`config.mk`:
```
export PLATFORM = sky130hd
export DESIGN_NAME = timed_event_queue_unit
export DESIGN_NICKNAME = d
export VERILOG_FILES = /design/src/design/teq_pkg.sv /design/src/design/teq_cell.sv /design/src/design/timed_event_queue_unit.sv
export SDC_FILE = /design/constraint.sdc
export NUM_CORES = 2
export LEC_CHECK = 0
export ABC_AREA = 1
export BUFFER_PORTS_ARGS = -buffer_cell sky130_fd_sc_hd__buf_4
export CAP_MARGIN = 15
export CORE_AREA = 2 2 585 587
export CTS_CLUSTER_DIAMETER = 40
export CTS_CLUSTER_SIZE = 30
export DETAILED_ROUTE_END_ITERATION = 8
export DIE_AREA = 0 0 587 589
export PLACE_DENSITY = 0.42
export SYNTH_ARGS = -nofsm -noshare
export SYNTH_HDL_FRONTEND = slang
export SYNTH_SLANG_ARGS = --single-unit
```
`constraint.sdc`:
```
create_clock -name clk -period 14.8 [get_ports clk]
set_clock_uncertainty 0.15 [all_clocks]
set_input_delay 1.48 -clock clk [delete_from_list [all_inputs] [get_ports clk]]
set_output_delay 1.48 -clock clk [all_outputs]
set_load 0.01 [all_outputs]
```
`src/design/teq_pkg.sv`:
```
// Shared types and constants for the timed event queue.
// Used by teq_cell and timed_event_queue_unit; no dependencies.
package teq_pkg;

  localparam int unsigned TIME_W      = 48;
  localparam int unsigned TAG_W       = 8;
  localparam int unsigned PERIOD_W    = 20;
  localparam int unsigned MAX_RESULTS = 16;
  localparam int unsigned CNT_W       = $clog2(MAX_RESULTS + 1);
  localparam int unsigned US_PER_MS   = 1000;
  localparam int unsigned MS_W        = $clog2(US_PER_MS + 1);
  localparam int unsigned PROD_W      = PERIOD_W + MS_W;

  localparam logic [TIME_W-1:0] TIME_MAX = {TIME_W{1'b1}};

  // Operation codes carried in the mode field.
  typedef enum logic [1:0] {
    MODE_ADD   = 2'd0,
    MODE_FIRE  = 2'd1,
    MODE_QUERY = 2'd2,
    MODE_NONE  = 2'd3
  } mode_t;

  // One input transaction.
  typedef struct packed {
    mode_t               mode;
    logic [TAG_W-1:0]    event_id;
    logic [TIME_W-1:0]   due_us;
    logic [PERIOD_W-1:0] period_ms;
    logic [TIME_W-1:0]   now_us;
  } in_t;

  // One output transaction.
  typedef struct packed {
    logic                fired;
    logic [TAG_W-1:0]    fired_id;
    logic [PERIOD_W-1:0] fired_period;
    logic                status;
    logic                queue_empty;
    logic [TIME_W-1:0]   time_to_next_us;
    logic                last;
  } out_t;

  // Contents of one queue slot.
  typedef struct packed {
    logic                valid;
    logic [TIME_W-1:0]   due_us;
    logic [TAG_W-1:0]    tag;
    logic [PERIOD_W-1:0] period_ms;
  } entry_t;

  // Command broadcast from the sequencer to every cell.
  typedef struct packed {
    logic   ins;
    logic   pop;
    entry_t ent;
  } cmd_t;

endpackage

```
`src/design/teq_cell.sv`:
```
// One slot of the sorted event chain.
// Depends on teq_pkg; shifts toward the tail on insert and toward the head on pop.
module teq_cell (
  input  logic          clk,
  input  logic          rst,
  input  teq_pkg::cmd_t   cmd,
  input  teq_pkg::entry_t left_ent,
  input  logic          left_cond,
  input  teq_pkg::entry_t right_ent,
  output teq_pkg::entry_t ent,
  output logic          cond
);
  import teq_pkg::*;

  logic                valid;
  logic [TIME_W-1:0]   due_us;
  logic [TAG_W-1:0]    tag;
  logic [PERIOD_W-1:0] period_ms;

  assign ent = '{valid: valid, due_us: due_us, tag: tag, period_ms: period_ms};

  // The new entry belongs at or ahead of this slot; equal times go behind the new one.
  assign cond = !valid || (cmd.ent.due_us <= due_us);

  // Occupancy flag.
  always_ff @(posedge clk) begin
    if (rst) begin
      valid <= 1'b0;
    end else if (cmd.ins && cond) begin
      valid <= left_cond ? left_ent.valid : 1'b1;
    end else if (cmd.pop) begin
      valid <= right_ent.valid;
    end
  end

  // Slot contents.
  always_ff @(posedge clk) begin
    if (cmd.ins && cond) begin
      if (left_cond) begin
        due_us    <= left_ent.due_us;
        tag       <= left_ent.tag;
        period_ms <= left_ent.period_ms;
      end else begin
        due_us    <= cmd.ent.due_us;
        tag       <= cmd.ent.tag;
        period_ms <= cmd.ent.period_ms;
      end
    end else if (cmd.pop) begin
      due_us    <= right_ent.due_us;
      tag       <= right_ent.tag;
      period_ms <= right_ent.period_ms;
    end
  end

endmodule

```
`src/design/timed_event_queue_unit.sv`:
```
// Top level of the timed event queue: sequencer, output register and cell chain.
// Depends on teq_pkg and teq_cell.
//
// Keeps up to DEPTH timed events sorted by due time in a chain of cells, head
// first; an insert places the event by a compare in every cell, and a pop
// shifts the chain one slot toward the head. An add, a query or a no-op gives
// one result, which is registered in the execute state after acceptance; the
// input is taken again once the sequencer is back in idle, so the unit does not
// take a new item before it has finished the last one. A fire gives one result
// per popped event, at most 16. Each result is registered in the execute state.
// After a repeating event the new due time is formed by a multiply, a saturating
// add and a chain insert in turn before the next pop. A fire with nothing due
// gives a single result with fired low. The input is stalled while an item is
// being worked on; the output register lets the next item be taken while the
// last result still waits.
module timed_event_queue_unit #(
  parameter int unsigned DEPTH = 16
) (
  input  logic          clk,
  input  logic          rst,
  input  teq_pkg::in_t  in_item,
  input  logic          in_valid,
  output logic          in_stall,
  output teq_pkg::out_t out_item,
  output logic          out_valid,
  input  logic          out_stall
);
  import teq_pkg::*;

  typedef enum logic [1:0] {
    S_IDLE,
    S_EXEC,
    S_SUM,
    S_INS
  } state_t;

  state_t                state;
  in_t                   cur;
  logic [CNT_W-1:0]      n;
  logic                  fin;
  logic [TAG_W-1:0]      pop_tag;
  logic [PERIOD_W-1:0]   pop_per;
  logic [PROD_W-1:0]     prod;
  logic [TIME_W-1:0]     sum;

  cmd_t                  cmd;
  entry_t                ents  [DEPTH];
  logic                  conds [DEPTH];

  logic                  free;
  logic                  full;
  logic                  can_pop;
  logic                  more;
  logic [TIME_W:0]       sum_wide;
  out_t                  out_next;

  // Cell chain.
  for (genvar i = 0; i < DEPTH; i++) begin : g_cell
    entry_t left_ent;
    logic   left_cond;
    entry_t right_ent;

    if (i == 0) begin : g_head
      assign left_ent  = '0;
      assign left_cond = 1'b0;
    end else begin : g_body
      assign left_ent  = ents[i-1];
      assign left_cond = conds[i-1];
    end

    if (i == DEPTH - 1) begin : g_tail
      assign right_ent = '0;
    end else begin : g_inner
      assign right_ent = ents[i+1];
    end

    teq_cell u_cell (
      .clk       (clk),
      .rst       (rst),
      .cmd       (cmd),
      .left_ent  (left_ent),
      .left_cond (left_cond),
      .right_ent (right_ent),
      .ent       (ents[i]),
      .cond      (conds[i])
    );
  end

  assign free     = !out_valid || !out_stall;
  assign full     = ents[DEPTH-1].valid;
  assign in_stall = (state != S_IDLE);

  // Head is due and the per-transaction pop limit is not yet reached.
  assign can_pop = ents[0].valid && (ents[0].due_us <= cur.now_us) &&
                   (n < CNT_W'(MAX_RESULTS));

  // Whether another pop follows this one. A reinserted event lands at or before
  // now only when its time saturates and now is already at the top of the range.
  assign more = (n != CNT_W'(MAX_RESULTS - 1)) &&
                ((ents[1].valid && (ents[1].due_us <= cur.now_us)) ||
                 ((ents[0].period_ms != '0) && (cur.now_us == TIME_MAX)));

  assign sum_wide = {1'b0, cur.now_us} + (TIME_W+1)'(prod);

  // Command to the chain.
  always_comb begin
    cmd = '0;
    unique case (state)
      S_EXEC: begin
        if (free && (cur.mode == MODE_ADD) && !full) begin
          cmd.ins           = 1'b1;
          cmd.ent.valid     = 1'b1;
          cmd.ent.due_us    = cur.due_us;
          cmd.ent.tag       = cur.event_id;
          cmd.ent.period_ms = cur.period_ms;
        end else if (free && (cur.mode == MODE_FIRE) && can_pop) begin
          cmd.pop = 1'b1;
        end
      end
      S_INS: begin
        cmd.ins           = 1'b1;
        cmd.ent.valid     = 1'b1;
        cmd.ent.due_us    = sum;
        cmd.ent.tag       = pop_tag;
        cmd.ent.period_ms = pop_per;
      end
      default: begin
        cmd = '0;
      end
    endcase
  end

  // Result of the current step.
  always_comb begin
    out_next      = '0;
    out_next.last = 1'b1;
    unique case (cur.mode)
      MODE_ADD: begin
        out_next.status = full;
      end
      MODE_FIRE: begin
        if (can_pop) begin
          out_next.fired        = 1'b1;
          out_next.fired_id     = ents[0].tag;
          out_next.fired_period = ents[0].period_ms;
          out_next.last         = !more;
        end
      end
      MODE_QUERY: begin
        if (!ents[0].valid) begin
          out_next.queue_empty = 1'b1;
        end else if (ents[0].due_us > cur.now_us) begin
          out_next.time_to_next_us = ents[0].due_us - cur.now_us;
        end
      end
      default: begin
        out_next.status = 1'b0;
      end
    endcase
  end

  // Output valid flag.
  always_ff @(posedge clk) begin
    if (rst) begin
      out_valid <= 1'b0;
    end else if ((state == S_EXEC) && free) begin
      out_valid <= 1'b1;
    end else if (!out_stall) begin
      out_valid <= 1'b0;
    end
  end

  // Sequencer and output register.
  always_ff @(posedge clk) begin
    if (rst) begin
      state     <= S_IDLE;
      n         <= '0;
      fin       <= 1'b0;
    end else begin
      unique case (state)
        S_IDLE: begin
          if (in_valid) begin
            cur   <= in_item;
            n     <= '0;
            fin   <= 1'b0;
            state <= S_EXEC;
          end
        end
        S_EXEC: begin
          if (free) begin
            out_item <= out_next;
            if ((cur.mode == MODE_FIRE) && can_pop) begin
              n       <= n + CNT_W'(1);
              fin     <= !more;
              pop_tag <= ents[0].tag;
              pop_per <= ents[0].period_ms;
              prod    <= PROD_W'(ents[0].period_ms) * PROD_W'(US_PER_MS);
              if (ents[0].period_ms != '0) begin
                state <= S_SUM;
              end else if (more) begin
                state <= S_EXEC;
              end else begin
                state <= S_IDLE;
              end
            end else begin
              state <= S_IDLE;
            end
          end
        end
        S_SUM: begin
          // Saturate the repeat time at the top of the time range.
          sum   <= sum_wide[TIME_W] ? TIME_MAX : sum_wide[TIME_W-1:0];
          state <= S_INS;
        end
        S_INS: begin
          state <= fin ? S_IDLE : S_EXEC;
        end
        default: begin
          state <= S_IDLE;
        end
      endcase
    end
  end

endmodule
```
==> run metrics <==
vias in the first global route=88200; Synth Cell Area=0.101 mm^2; clock sinks=1548; unique cell type count in the Yosys netlist=60; CTS tree=done; Synth warnings=0; EDFF count, synth=1523; first-pass GRT wire length=576 mm; max-slew violation count=0; Initial Utilization=0.299; Syn Area/Cell=8.79 um^2; unrepaired setup endpoints after global routing=false; DIE WIDTH=587 um; remaining global-route overflow=0; minimum clock period=8520 ps; Worst slew margin=0.0113; Cell Area, Placed=0.107 mm^2; CP peak stage delay=640 ps; Max Cap Viol=0; period utilization=0.575; clk buf depth=4; post-synth net total=12700; PwrDens=120 mW/mm^2; dominant cells by area after synthesis=edfxtp_1 (45%), ha_1 (12%), nand2_1 (7.6%), o21ai_0 (7.5%), inv_1 (5.4%); H-tree levels=5; drt via density=5.19; Setup WS pre-CTS=5350 ps; Die Ht=589 um; WL final=389 mm; Crit Path Category=in -> reg; setup slack after layout=6280 ps; Rows=214; #FFs+latches synth=1548; routed vias=85500; post-CTS setup buffer count=0; first drt pass iteration count=6; Critical Path Stages=29; final instance area=0.120 mm^2; PortBufs=211; Finish-stage setup viols=0; worst-path fanout max=76; Ports=212; DPL Wire Length=291 mm; core region area=0.339 mm^2; worst hold path class=reg -> reg; Worst Path Buf+Inv=13; gpl congestion=0.921; initial antenna violation count=12; clock slew at reported path FFs=60 ps; Critical Path End Type=register; Slowest cell on crit path=buf_4; Routed wire per std cell=23.6 um; status=complete, no violations; GRT Total Usage=0.219; clock root cell=clkbuf_16; R2R setup slack=6420 ps; sequential area share after synthesis=0.456; Die Area=0.346 mm^2; largest net degree at the start of global routing=107; Filler Cells Inserted=35000; number of remaining DRC errors=0; cells on worst reg2reg path=28; CP top delay family=buffers and inverters; Worst VDD drop=0.0000953 V; CP dominant cell by count=buf_4; Num CTS Buffers=348; Final Hold Viols=0; Yosys top cell by area=edfxtp_1; share of cells above drive strength 1=0.0936; top cell type's share of synthesized area=0.452; Critical Path RT=15370 ps; Data arrival, critical path=9090 ps; Area growth, synth to finish=18.1%; antenna-violating nets left=0; Post-CTS Resized=0; fmax=117 MHz; Synth Flop Type=edfxtp_1; FFs w/ async S/R, synth=0; clk_lat worst skew=930 ps; post-layout net count=12800; Setup crit start kind=input port; cts-stage hold buffer count=0; Starting DRT DRC Count=6606; setup TNS=0 ps; WHS Path Cells=0; worst slew pin tran=1480 ps; Mapped Cells=11500; leak pwr=0.0521 uW
==> per-layer routing <==
metal | routed length, um | vias to the layer above | GRT usage
met1 | 173000 | 42100 | 0.291
li1 | - | 40600 | -
met2 | 182000 | 2186 | 0.365
met3 | 19000 | 599 | 0.0265
met5 | 0 | - | 0
met4 | 14500 | 0 | 0.0786
==> cell usage after synthesis, types with 80 or more instances <==
master,number
a21oi_1,1065
clkbuf_1,268
o21ai_1,167
inv_1,1447
nand4_1,86
a211oi_1,80
nor2_1,667
buf_2,212
o21ai_0,1524
ha_1,964
o211ai_1,279
o22ai_1,103
nand2_1,2053
nand3_1,349
edfxtp_1,1523
==> registers in the layout (all words and copies together), names as in the netlist, named ones only <==
name and cells:
prod 25, g_cell.u_cell.tag 128, out_valid 1, pop_tag 8, state 1, g_cell.u_cell.valid 16
fin 1, out_item 80, n 5, sum 48, g_cell.u_cell.due_us 768, pop_per 20
cur 126, g_cell.u_cell.period_ms 320
==> path summary, 6_finish.rpt <==
check,startpoint,to
hold reg to reg,g_cell[0].u_cell.tag[1],pop_tag[1]
setup reg to reg,cur[124],g_cell[5].u_cell.due_us[21]
setup / recovery,out_stall,g_cell[5].u_cell.due_us[21]
hold / removal,g_cell[0].u_cell.tag[1],pop_tag[1]
==> final cells by class <==
cell class	instances	area, um^2	share of cell area
timing repair buffer	398	3050	0.0255
sequential	1548	46200	0.387
antenna	4	10.0	0.0000837
clock buffer	388	9130	0.0764
tap	4536	5680	0.0475
multi-input combinational	7888	46900	0.392
inverter	1472	5540	0.0464
clock inverter	251	3070	0.0257
==> layout by cell type (no fill, tap or decap), types with 21 or more instances in the layout <==
master / count
a211oi_1: 80
a21oi_1: 1065
a22oi_1: 75
a31oi_1: 74
buf_4: 395
bufinv_16: 56
clkbuf_1: 25
clkbuf_16: 359
clkinv_1: 48
clkinv_2: 59
clkinvlp_4: 28
dfxtp_1: 25
edfxtp_1: 1523
fa_1: 72
ha_1: 964
inv_1: 1441
inv_2: 21
inv_6: 28
nand2_1: 2034
nand2_4: 38
nand3_1: 347
nand4_1: 86
nor2_1: 664
nor3_1: 49
nor4_1: 23
o211ai_1: 279
o21a_1: 24
o21ai_0: 1524
o21ai_1: 167
o21bai_1: 28
o22ai_1: 103
or2_2: 30
xor2_1: 37
==> power breakdown <==
group	total, uW	switching [uW]	internal (uW)	leakage, uW
logic	1090	754	341	0.0320
registers	5030	65.5	4970	0.0141
clock network	8200	2770	5430	0.00592
total	14300	3590	10700	0.0521
==> logic make-up (layout without fill, tap and decap cells) <==
family	after synthesis	after routing	synth area share
XOR/XNOR	53	53	0.00458
AND/OR/NAND/NOR	3340	3340	0.135
other	0	4	0
AO/OA/AOI/OAI	3459	3459	0.186
buffers and inverters	2087	2509	0.0838
flip-flops	1548	1548	0.456
adder cells (fa/ha/maj)	1036	1036	0.133
==> through the flow <==
step	std cells	total power (uW)	utilization	hold slack, ps
final	16500	14300	0.353	325
after global placement	15800	6190	0.316	302
after global routing	16500	14800	0.353	338
after detailed placement	15800	6200	0.316	293
after CTS	16500	14500	0.352	316
after floorplan	11500	5790	-	276
Note: power is estimated with default switching activity, not from simulation.
